==> src/rtl/core/sha_pkg.sv <==
// SHA-256 stream hasher: shared types, constants and a rotate function.
// No dependencies.
package sha_pkg;

  typedef enum logic [2:0] {
    ST_IDLE,
    ST_PAD,
    ST_ROUND,
    ST_FOLD,
    ST_EMIT
  } state_t;

  typedef logic [31:0] word_t;

  localparam logic [7:0] PAD_BYTE = 8'h80;

  localparam word_t H_INIT [8] = '{
    32'h6a09e667, 32'hbb67ae85, 32'h3c6ef372, 32'ha54ff53a,
    32'h510e527f, 32'h9b05688c, 32'h1f83d9ab, 32'h5be0cd19
  };

  localparam word_t K_TAB [64] = '{
    32'h428a2f98, 32'h71374491, 32'hb5c0fbcf, 32'he9b5dba5,
    32'h3956c25b, 32'h59f111f1, 32'h923f82a4, 32'hab1c5ed5,
    32'hd807aa98, 32'h12835b01, 32'h243185be, 32'h550c7dc3,
    32'h72be5d74, 32'h80deb1fe, 32'h9bdc06a7, 32'hc19bf174,
    32'he49b69c1, 32'hefbe4786, 32'h0fc19dc6, 32'h240ca1cc,
    32'h2de92c6f, 32'h4a7484aa, 32'h5cb0a9dc, 32'h76f988da,
    32'h983e5152, 32'ha831c66d, 32'hb00327c8, 32'hbf597fc7,
    32'hc6e00bf3, 32'hd5a79147, 32'h06ca6351, 32'h14292967,
    32'h27b70a85, 32'h2e1b2138, 32'h4d2c6dfc, 32'h53380d13,
    32'h650a7354, 32'h766a0abb, 32'h81c2c92e, 32'h92722c85,
    32'ha2bfe8a1, 32'ha81a664b, 32'hc24b8b70, 32'hc76c51a3,
    32'hd192e819, 32'hd6990624, 32'hf40e3585, 32'h106aa070,
    32'h19a4c116, 32'h1e376c08, 32'h2748774c, 32'h34b0bcb5,
    32'h391c0cb3, 32'h4ed8aa4a, 32'h5b9cca4f, 32'h682e6ff3,
    32'h748f82ee, 32'h78a5636f, 32'h84c87814, 32'h8cc70208,
    32'h90befffa, 32'ha4506ceb, 32'hbef9a3f7, 32'hc67178f2
  };

  typedef struct packed {
    logic start;   // load working vars from chain, begin rounds
    logic step;    // perform one round
    logic fold;    // add working vars into chain
    logic init;    // restore initial hash
  } rnd_ctrl_t;

  function automatic word_t ror(word_t x, int n);
    ror = (x >> n) | (x << (32 - n));
  endfunction

endpackage

==> src/rtl/core/sha_round.sv <==
// SHA-256 round datapath: one shared round unit, schedule window, chain.
// Depends on sha_pkg.
module sha_round import sha_pkg::*; (
  input  logic       clk,
  input  logic       rst_n,
  input  rnd_ctrl_t  ctrl,
  input  logic [5:0] rnd,
  input  logic       wr_en,
  input  logic [3:0] wr_idx,
  input  word_t      wr_data,
  output word_t      win [16],
  output word_t      chain [8]
);

  word_t w_r [16];
  word_t v_r [8];
  word_t h_r [8];
  word_t w_t, s0, s1, t1, t2;

  always_comb begin
    s1 = ror(w_r[4'(rnd - 6'd2)], 17) ^ ror(w_r[4'(rnd - 6'd2)], 19)
       ^ (w_r[4'(rnd - 6'd2)] >> 10);
    s0 = ror(w_r[4'(rnd - 6'd15)], 7) ^ ror(w_r[4'(rnd - 6'd15)], 18)
       ^ (w_r[4'(rnd - 6'd15)] >> 3);
    if (rnd < 6'd16) w_t = w_r[rnd[3:0]];
    else w_t = s1 + w_r[4'(rnd - 6'd7)] + s0 + w_r[rnd[3:0]];
    t1 = v_r[7] + (ror(v_r[4], 6) ^ ror(v_r[4], 11) ^ ror(v_r[4], 25))
       + ((v_r[4] & v_r[5]) ^ (~v_r[4] & v_r[6])) + K_TAB[rnd] + w_t;
    t2 = (ror(v_r[0], 2) ^ ror(v_r[0], 13) ^ ror(v_r[0], 22))
       + ((v_r[0] & v_r[1]) ^ (v_r[0] & v_r[2]) ^ (v_r[1] & v_r[2]));
  end

  always_ff @(posedge clk) begin
    if (wr_en) w_r[wr_idx] <= wr_data;
    else if (ctrl.step) w_r[rnd[3:0]] <= w_t;
    if (ctrl.start) v_r <= h_r;
    else if (ctrl.step) begin
      v_r[7] <= v_r[6]; v_r[6] <= v_r[5]; v_r[5] <= v_r[4];
      v_r[4] <= v_r[3] + t1;
      v_r[3] <= v_r[2]; v_r[2] <= v_r[1]; v_r[1] <= v_r[0];
      v_r[0] <= t1 + t2;
    end
  end

  always_ff @(posedge clk) begin
    if (!rst_n || ctrl.init) h_r <= H_INIT;
    else if (ctrl.fold) begin
      for (int i = 0; i < 8; i++) h_r[i] <= h_r[i] + v_r[i];
    end
  end

  assign win = w_r;
  assign chain = h_r;

endmodule

==> src/rtl/core/sha256_stream_hasher_core.sv <==
// SHA-256 stream hasher top level: byte packing, padding sequencer, output.
// Depends on sha_pkg and sha_round.
//
//  channel | dir | tdata                       | tuser / tlast
//  in_     | in  | [7:0] data_byte             | tuser byte_valid, tlast end_of_message
//  out_    | out | [31:0] digest_word, [34:32] word_index | tlast last_word
//
// A byte that does not fill a block is accepted while idle. A byte completing a
// block starts load, 64 rounds of the shared round unit and fold; in_tready is low.
// A message end pads through to byte 63, compresses one or two blocks,
// then streams eight words; out_tvalid holds until each transfer.
// Reset (rst_n low, synchronous) restores the initial hash and clears counters.
module sha256_stream_hasher_core import sha_pkg::*; (
  input  logic        clk,
  input  logic        rst_n,
  input  logic        in_tvalid,
  output logic        in_tready,
  input  logic [7:0]  in_tdata,   // [7:0] data_byte
  input  logic        in_tuser,   // byte_valid
  input  logic        in_tlast,   // end_of_message
  output logic        out_tvalid,
  input  logic        out_tready,
  output logic [39:0] out_tdata,  // [31:0] digest_word, [34:32] word_index, zeros
  output logic        out_tlast   // last_word
);

  state_t     state_r, state_nxt;
  logic [5:0] fill_r;
  logic [63:0] len_r;
  logic [5:0] rnd_r;
  logic       fin_r;     // message end in progress
  logic       lenok_r;   // length goes into the block being padded
  logic       mark_r;    // 0x80 marker already placed
  logic [2:0] oidx_r;
  rnd_ctrl_t  ctrl;
  logic       wr_en;
  logic [3:0] wr_idx;
  word_t      wr_data;
  word_t      win [16];
  word_t      chain [8];
  logic [7:0] pbyte;
  logic [1:0] bsel;
  logic       acc;

  sha_round u_round (
    .clk, .rst_n, .ctrl, .rnd(rnd_r), .wr_en, .wr_idx, .wr_data,
    .win, .chain
  );

  assign acc = in_tvalid && in_tready;
  assign in_tready = (state_r == ST_IDLE);

  // byte insertion into the schedule window
  always_comb begin
    pbyte = in_tdata;
    bsel = fill_r[1:0];
    wr_idx = fill_r[5:2];
    wr_data = win[wr_idx];
    wr_en = 1'b0;
    if (state_r == ST_IDLE) begin
      wr_en = acc && in_tuser;
    end else if (state_r == ST_PAD) begin
      wr_en = 1'b1;
      if (!mark_r) pbyte = PAD_BYTE;
      else if (lenok_r && fill_r[5:3] == 3'd7) pbyte = 8'(len_r >> {~fill_r[2:0], 3'b000});
      else pbyte = 8'h00;
    end
    unique case (bsel)
      2'd0: wr_data = {pbyte, wr_data[23:0]};
      2'd1: wr_data = {wr_data[31:24], pbyte, wr_data[15:0]};
      2'd2: wr_data = {wr_data[31:16], pbyte, wr_data[7:0]};
      2'd3: wr_data = {wr_data[31:8], pbyte};
      default: wr_data = wr_data;
    endcase
  end

  always_comb begin
    state_nxt = state_r;
    unique case (state_r)
      ST_IDLE: if (acc) begin
        if (in_tuser && fill_r == 6'd63) state_nxt = ST_ROUND;
        else if (in_tlast) state_nxt = ST_PAD;
      end
      ST_PAD: if (fill_r == 6'd63) state_nxt = ST_ROUND;
      ST_ROUND: if (rnd_r == 6'd63) state_nxt = ST_FOLD;
      ST_FOLD: begin
        if (!fin_r) state_nxt = ST_IDLE;
        else if (lenok_r) state_nxt = ST_EMIT;
        else state_nxt = ST_PAD;
      end
      ST_EMIT: if (out_tready && oidx_r == 3'd7) state_nxt = ST_IDLE;
      default: state_nxt = ST_IDLE;
    endcase
  end

  always_comb begin
    ctrl = '0;
    ctrl.start = (state_nxt == ST_ROUND) && (state_r != ST_ROUND);
    ctrl.step  = (state_r == ST_ROUND);
    ctrl.fold  = (state_r == ST_FOLD);
    ctrl.init  = (state_r == ST_EMIT) && out_tready && (oidx_r == 3'd7);
  end

  // The pad state sweeps from the fill position to 63: the marker first (unless
  // already placed), then zeros; when the length fits, bytes 56..63 take the bit length.
  always_ff @(posedge clk) begin
    if (!rst_n) begin
      state_r <= ST_IDLE;
      fill_r <= '0;
      len_r <= '0;
      rnd_r <= '0;
      fin_r <= 1'b0;
      lenok_r <= 1'b0;
      mark_r <= 1'b0;
      oidx_r <= '0;
    end else begin
      state_r <= state_nxt;
      if (state_r == ST_ROUND) rnd_r <= rnd_r + 6'd1;
      unique case (state_r)
        ST_IDLE: if (acc) begin
          if (in_tuser) begin
            len_r <= len_r + 64'd8;
            fill_r <= fill_r + 6'd1;
          end
          if (in_tlast) fin_r <= 1'b1;
        end
        ST_PAD: begin
          fill_r <= fill_r + 6'd1;
          if (!mark_r) begin
            mark_r <= 1'b1;
            lenok_r <= (fill_r < 6'd56);
          end
        end
        ST_FOLD: if (fin_r && !lenok_r) lenok_r <= 1'b1;
        ST_EMIT: if (out_tready) begin
          oidx_r <= oidx_r + 3'd1;
          if (oidx_r == 3'd7) begin
            fin_r <= 1'b0; lenok_r <= 1'b0; mark_r <= 1'b0;
            len_r <= '0; fill_r <= '0;
          end
        end
        default: ;
      endcase
    end
  end

  assign out_tvalid = (state_r == ST_EMIT);
  assign out_tdata = {5'd0, oidx_r, chain[oidx_r]};
  assign out_tlast = (oidx_r == 3'd7);

  a_busy: assert property (@(posedge clk) disable iff (!rst_n)
    (state_r == ST_ROUND) |-> !in_tready) else $error("ready during rounds");
  a_last: assert property (@(posedge clk) disable iff (!rst_n)
    (out_tvalid && out_tready && out_tlast) |=> (state_r == ST_IDLE))
    else $error("no idle after digest");
  a_hold: assert property (@(posedge clk) disable iff (!rst_n)
    (out_tvalid && !out_tready) |=> out_tvalid) else $error("digest dropped");

endmodule

==> config.mk <==
export PLATFORM = sky130hd
export DESIGN_NAME = sha256_stream_hasher_core
export DESIGN_NICKNAME = d
export VERILOG_FILES = /design/src/rtl/core/sha_pkg.sv /design/src/rtl/core/sha_round.sv /design/src/rtl/core/sha256_stream_hasher_core.sv
export SDC_FILE = /design/constraint.sdc
export NUM_CORES = 2
export LEC_CHECK = 0
export BUFFER_PORTS_ARGS = -buffer_cell sky130_fd_sc_hd__buf_2
export CORE_UTILIZATION = 40
export DETAILED_ROUTE_END_ITERATION = 16
export PLACE_DENSITY = 0.6
export SLEW_MARGIN = 20
export SYNTH_ARGS = -nofsm -noshare
export SYNTH_HDL_FRONTEND = slang
export SYNTH_HIERARCHICAL = 1
export SYNTH_SLANG_ARGS = --single-unit
==> constraint.sdc <==
create_clock -name clk -period 17.16 [get_ports clk]
set_input_delay 1.716 -clock clk [delete_from_list [all_inputs] [get_ports clk]]
set_output_delay 1.716 -clock clk [all_outputs]
set_load 0.05 [all_outputs]
# ---- Word-level counts from Yosys, hierarchy flattened
# Memories as Yosys holds them, arrays and structs flattened.
# Cells that the tools add are included.
dict set report word_totals {
  mem_bits_rw 0
  register_bits 1109
  latch_bits 0
  wordCells 227
  rom_bits 2048
  n_memories 1
}
# name depth word_bits rd rd_clocked_by_memory_dff write_ports line_no
set mem_list {}
lappend mem_list {{(name not given)} 64 32 1 0 0 sha_round.sv:28} ;# + ((v_r[4] & v_r[5]) ^ (~v_r[4] & v_r[6])) + K_TAB[rnd] + w_t;
dict set report classes {
  muxes 66
  reduce_logical 28
  div_mod_pow 0
  n_addsub 25
  multipliers 0
  order_cmp 11
  shift 1
  bitwise_logic 35
  eq_ne 20
}
# op count
set op_table {}
lappend op_table {{512-bit bitwise mux} 2}
lappend op_table {{512-bit two-way mux} 2}
lappend op_table {{32-bit binary-select mux with 4-bit select} 5}
lappend op_table {{32-bit adder} 18}
lappend op_table {{32-bit two-way mux} 17}
lappend op_table {{256-bit two-way mux} 2}
lappend op_table {{32-bit bitwise XOR} 9}
lappend op_table {{32-bit demux with 4-bit select} 2}
lappend op_table {{64-bit two-way mux} 4}
lappend op_table {{32-bit AND} 5}
lappend op_table {{32-bit case mux with 4 select lines} 1}
lappend op_table {{64-bit case mux with 2 select lines} 1}
lappend op_table {{32-bit binary-select mux with 3-bit select} 1}
lappend op_table {{64-bit by 4-bit adder with 64-bit output (second input constant)} 1}
lappend op_table {{64-bit by 6-bit >> shifter with 8-bit output} 1}
lappend op_table {{8-bit two-way mux} 4}
lappend op_table {{32-bit inverter} 1}
lappend op_table {{10-bit by 32-bit OR with 32-bit output} 1}
lappend op_table {{13-bit by 32-bit OR with 32-bit output} 1}
lappend op_table {{14-bit by 32-bit OR with 32-bit output} 1}
lappend op_table {{15-bit by 32-bit OR with 32-bit output} 1}
lappend op_table {{19-bit by 32-bit OR with 32-bit output} 1}
lappend op_table {{21-bit by 32-bit OR with 32-bit output} 1}
lappend op_table {{25-bit by 32-bit OR with 32-bit output} 1}
lappend op_table {{other kinds (46)} 103}

# ---- Logic depth before layout (Yosys ltp)
dict set report logic_depth {
  word_depth 16
  depth_mapped 63
  depth_no_buf 59
}

# ---- By module
# The synthesis kept the hierarchy.
# mod cells_per_inst area_per_inst_um2 n_inst
set by_module_without_submodules {}
lappend by_module_without_submodules {sha_round 7612 78207.5 1}
lappend by_module_without_submodules {sha256_stream_hasher_core 999 10951.8 1}

# ---- Worst setup path before layout
# Ideal clock, no wire load.
dict set report synth_path {
  path_type {reg2reg}
  startpoint {reg rnd_r[1]}
  endpoint {reg u_round/v_r[255] (netlist name) (data pin)}
  setup_time_ns 0.265
  slack_ns 3.960
  t_arrival_ns 12.935
  stages_incl_launch_ff 57
  n_path_buf 6
  t_required_ns 16.895
  period_less_slack_ns 13.200
  cell_sequence {dfxtp_1 -> inv_2 -> buf_1 -> clkbuf_1 -> clkbuf_1 -> ha_1 -> buf_2 -> buf_1 -> mux4_2 -> mux4_2 -> xnor2_1 -> xnor2_1 -> fa_1 -> inv_1 -> fa_1 -> inv_1 -> ha_1 -> inv_1 -> (+21 left out) -> o21ai_0 -> nand2_1 -> o21ai_0 -> nand2b_1 -> xor2_1 -> inv_1 -> fa_1 -> inv_1 -> ha_1 -> a211o_1 -> a31oi_1 -> o22ai_1 -> o41ai_1 -> o21ai_0 -> a21oi_1 -> xnor2_1 -> xnor2_1 -> o21ai_1}
}
dict set report synth_between {
  elab_chain_cells 16
}
# element line_no
set synth_rtl {}
lappend synth_rtl {{start, declared} sha256_stream_hasher_core.sv:30} ;# logic [5:0] rnd_r;
lappend synth_rtl {{start signal, assigned} sha256_stream_hasher_core.sv:118} ;# if (state_r == ST_ROUND) rnd_r <= rnd_r + 6'd1;
lappend synth_rtl {{4-bit by 2-bit subtractor with 4-bit output} {sha_round.sv:21, sha_round.sv:22}}
lappend synth_rtl {{4-bit inverter with 5-bit output (not written as such)} {sha_round.sv:21, sha_round.sv:22}}
lappend synth_rtl {{32-bit binary-select mux with 4-bit select} {sha_round.sv:21, sha_round.sv:22}}
lappend synth_rtl {{32-bit two-way mux (not written as such) (2 in a row)} {sha_round.sv:21, sha_round.sv:22}}
lappend synth_rtl {{15-bit by 32-bit OR with 32-bit output / 13-bit by 32-bit OR with 32-bit output (equally long branches)} sha_pkg.sv:49} ;# ror = (x >> n) | (x << (32 - n));
lappend synth_rtl {{32-bit bitwise XOR} sha_round.sv:21} ;# s1 = ror(w_r[4'(rnd - 6'd2)], 17) ^ ror(w_r[4'(rnd - 6'd2)], 19)
lappend synth_rtl {{32-bit by 22-bit bitwise XOR with 32-bit output} sha_round.sv:22} ;# ^ (w_r[4'(rnd - 6'd2)] >> 10);
lappend synth_rtl {{32-bit adder (3 in a row)} sha_round.sv:26} ;# else w_t = s1 + w_r[4'(rnd - 6'd7)] + s0 + w_r[rnd[3:0]];
lappend synth_rtl {{32-bit two-way mux} sha_round.sv:25} ;# if (rnd < 6'd16) w_t = w_r[rnd[3:0]];
lappend synth_rtl {{32-bit adder} sha_round.sv:28}
lappend synth_rtl {{32-bit adder} sha_round.sv:41} ;# v_r[0] <= t1 + t2;
lappend synth_rtl {{256-bit two-way mux} sha_round.sv:37} ;# else if (ctrl.step) begin
lappend synth_rtl {{256-bit two-way mux *} sha_round.sv:36} ;# if (ctrl.start) v_r <= h_r;
lappend synth_rtl {{end signal, assigned} sha_round.sv:36}
lappend synth_rtl {{end, declared} sha_round.sv:16} ;# word_t v_r [8];
# Mark *: on every way between the ends. The rest lies on a longest branch, timed or not. The select of a mux whose other input is x is not followed.
# A chain may end at the register's enable or synchronous reset.

# ---- Final worst setup path
dict set report layout_path {
  startpoint {reg rnd_r[0]}
  endpoint {reg u_round/v_r[255] (netlist name) (data pin)}
}
# Same word-level chain as after synthesis.

==> summary.md <==
| Metric | Value |
|---|---|
| Status | finished clean |
| Async set-reset flop share out of synthesis | 0 |
| Hold crit path type | flop to flop |
| Fin Clk Skew | 0.0326 ns |
| Final Instance Area | 0.0975 mm^2 |
| Least-Margin Pin Slew | 1.31 ns |
| Sequential fraction of the synthesis area | 0.335 |
| Initial Utilization | 0.404 |
| Gpl congestion | 1.06 |
| Ys Warns | 6 |
| Post-synth top area share | 0.259 |
| H-tree Lvls | 4 |
| Area of the multi-input gates | 0.0558 mm^2 |
| Critical Path End Type | flop |
| Area contributors post-synth | edfxtp_1 (26%), mux4_2 (13%), dfxtp_1 (7.6%), ha_1 (5.6%), fa_1 (4.4%) |
| Clock latency on the worst-skew pair | 0.82 ns |
| Distinct cells, synth | 101 |
| Synthesized area | 0.0892 mm^2 |
| Placed Area | 0.0927 mm^2 |
| DRT Wirelength | 362,000 um |
| Crit-path max cell delay | 1.08 ns |
| Mux cell area share after synthesis | 0.205 |
| Number of CTS-inserted buffers | 137 |
| Most frequent cells in the layout | edfxtp_1 (768), nand2_1 (659), o22ai_1 (530) |
| Adder-cell share of the synthesized area | 0.101 |
| First-pass GRT wire length | 516,000 um |
| Port Buffers | 51 |
| Max-cap check violation count | 0 |
| Syn_area_per_cell | 10.4 um^2 |
| Reg-to-reg slack, setup | 1.78 ns |
| Post-synthesis cell count | 8,611 |
| DR vias | 76.4k |
| Die Area | 0.225 mm^2 |
| Final Setup Violations | 0 |
| Vias in the first global route | 73.8k |
| Critical path arrival | 15.89 ns |
| RSZ-0062 raised after global routing | no |
| Die X-Extent | 474 um |
| Seq cells post-synth | 1,106 |
| Gr usage total | 0.315 |
| Io pins | 57 |
| Num rows | 172 |
| Drt initial violations | 11.6k |
| Clock-pin slew on the worst setup and hold paths | 0.06 ns |
| Fill cells | 20.5k |
| Initial antenna violation count | 16 |
| Total power | 8.31 mW |
| Largest family of logic cells by synthesized area | multiplexers |
| Die Span Y | 474 um |
| CP Max Fanout | 50 |
| Residual DRC | 0 |
| Relative slew margins | 0.130 |
| FMAX | 0.0650 GHz |
| Largest net degree at the start of global routing | 140 |
| CTS Buffer Depth | 3 |
| Hold_buf cts | 0 |
| Layout cells sized above 1 | 0.163 |
| Router iterations before antenna repair | 7 |
| Grt ovf | 0 |
| CP Class | flop to flop |
| Ys flop type | edfxtp_1 |
| Wire per inst | 31.6 um |
| Compound-Gate Fraction of Synth Area | 0.162 |
| Register area | 0.0299 mm^2 |
| Post-synth top area cell | edfxtp_1 |
| Fin crit period | 15.38 ns |
| Root Buffer | clkbuf_16 |
| Final net count | 8,977 |
| Vias/cell | 6.68 |
| Post CTS Setup Buffer Count | 0 |
| Most common cell after layout, fill and taps aside | edfxtp_1 |
| Post-detail-place hpwl | 248,000 um |
| Slowest cell on the critical path | ha_4 |
| Layout Area Growth over Synthesis | 9.37% |
| Crit path top cell by count | inv_1 |
| Clock sinks | 1,106 |
| Setup TNS | 0 ns |
| Worst Path Required | 17.67 ns |
| Final Cycle Share | 0.896 |
| P_leak | 35.0 nW |
| Max Slew Vio Count | 0 |
| Worst setup SP type | flop |
| PD cells | 85.2 mW/mm^2 |
| Post-synth EDFFs | 768 |
| Final Hold Viols | 0 |
| Post-Synth Simple-Gate Area | 0.0913 |
| VDD IR max | 0.0855 mV |
| Post-Synth XOR/XNOR Area | 0.0589 |
| CTS tree | built |
| Core area | 0.221 mm^2 |
| Post-route ant nets | 0 |
| CTS resizes | 0 |
## kinds of logic after synthesis
| kind of cell | Yosys count |
|---|---|
| buf+inv | 1064 |
| compound gates | 2307 |
| flops | 1106 |
| fa+ha+maj | 602 |
| other cells | 1 |
| simple gates | 1770 |
| mux | 1169 |
| xor+xnor | 592 |
## cells in the mapped netlist, drive strengths merged, types with 17 or more instances
master and instances:
a21o 195, clkbuf 460, nor2b 51, a21oi 496
nor2 486, mux4 497, mux2i 386, o21ai 492
and2 43, nor3 76, inv 436, o31ai 34
o211ai 42, a221o 20, nand2b 61, o22ai 545
nand2 680, edfxtp 768, ha 402, and3 49
nand3 123, buf 163, o21a 67, a311oi 38
fa 195, mux2 286, or3 51, or2 17
a211o 28, o21bai 49, dfxtp 338, xor2 200
nand4 62, a31oi 61, xnor2 392, a211oi 85
## path summary, 6_finish.rpt
| path | from | to | cells after the start |
|---|---|---|---|
| min reg2reg | len_r[63] | len_r[63] | 2 |
| max | rnd_r[0] | u_round/v_r[255] | 50 |
| max reg2reg | rnd_r[0] | u_round/v_r[255] | 50 |
| min | len_r[63] | len_r[63] | 2 |
## sequential cells by signal (all words and copies together) (netlist names)
signal / flops
state_r: 3
u_round/v_r: 256
len_r: 61
mark_r: 1
oidx_r: 3
lenok_r: 1
u_round/win: 512
fin_r: 1
rnd_r: 6
u_round/chain: 256
fill_r: 6
## area by class of cell
| type | count | share of cell area |
|---|---|---|
| Multi-Input combinational cell | 6445 | 0.572 |
| Sequential cell | 1106 | 0.306 |
| Clock buffer | 193 | 0.0410 |
| Tap cell | 2958 | 0.0380 |
| Timing Repair Buffer | 235 | 0.0188 |
| Inverter | 441 | 0.0171 |
| Clock inverter | 60 | 0.00657 |
| Antenna cell | 8 | 0.000205 |
## stage by stage
stage          setup WS, ns  hold slack, ns  instances   util
3_5_place_dp           1.96           0.488      11200  0.420
4_1_cts                1.91           0.500      11400  0.441
6_report               1.78           0.499      11400  0.442
3_3_place_gp           1.95           0.467      11200  0.420
5_1_grt               0.999           0.523      11400  0.442
2_1_floorplan          3.96           0.452       8615      -
## power breakdown
part           internal, mW  switching [mW]
sequential             2.94          0.0142
clock                  1.81            1.27
combinational         0.898            1.38
total                  5.65            2.67
## critical path, delay by kind of cell, from the launching register on
| kind | cells | cell delay [ns] |
|---|---|---|
| buffers and inverters | 9 | 1.43 |
| adder cells (fa/ha/maj) | 10 | 4.86 |
| AND/OR/NAND/NOR | 6 | 0.88 |
| flip-flops | 1 | 0.74 |
| multiplexers | 2 | 1.15 |
| XOR/XNOR | 6 | 1.13 |
| AO/OA/AOI/OAI | 17 | 4.76 |
## routing by layer
layer	vias up	GRT usage	part of all wire
met5	-	0	0.00040
met4	18	0.198	0.075
met3	1321	0.0764	0.11
met2	5241	0.489	0.44
met1	37800	0.393	0.37
li1	32100	-	-
(Power assumes the default switching activity.)
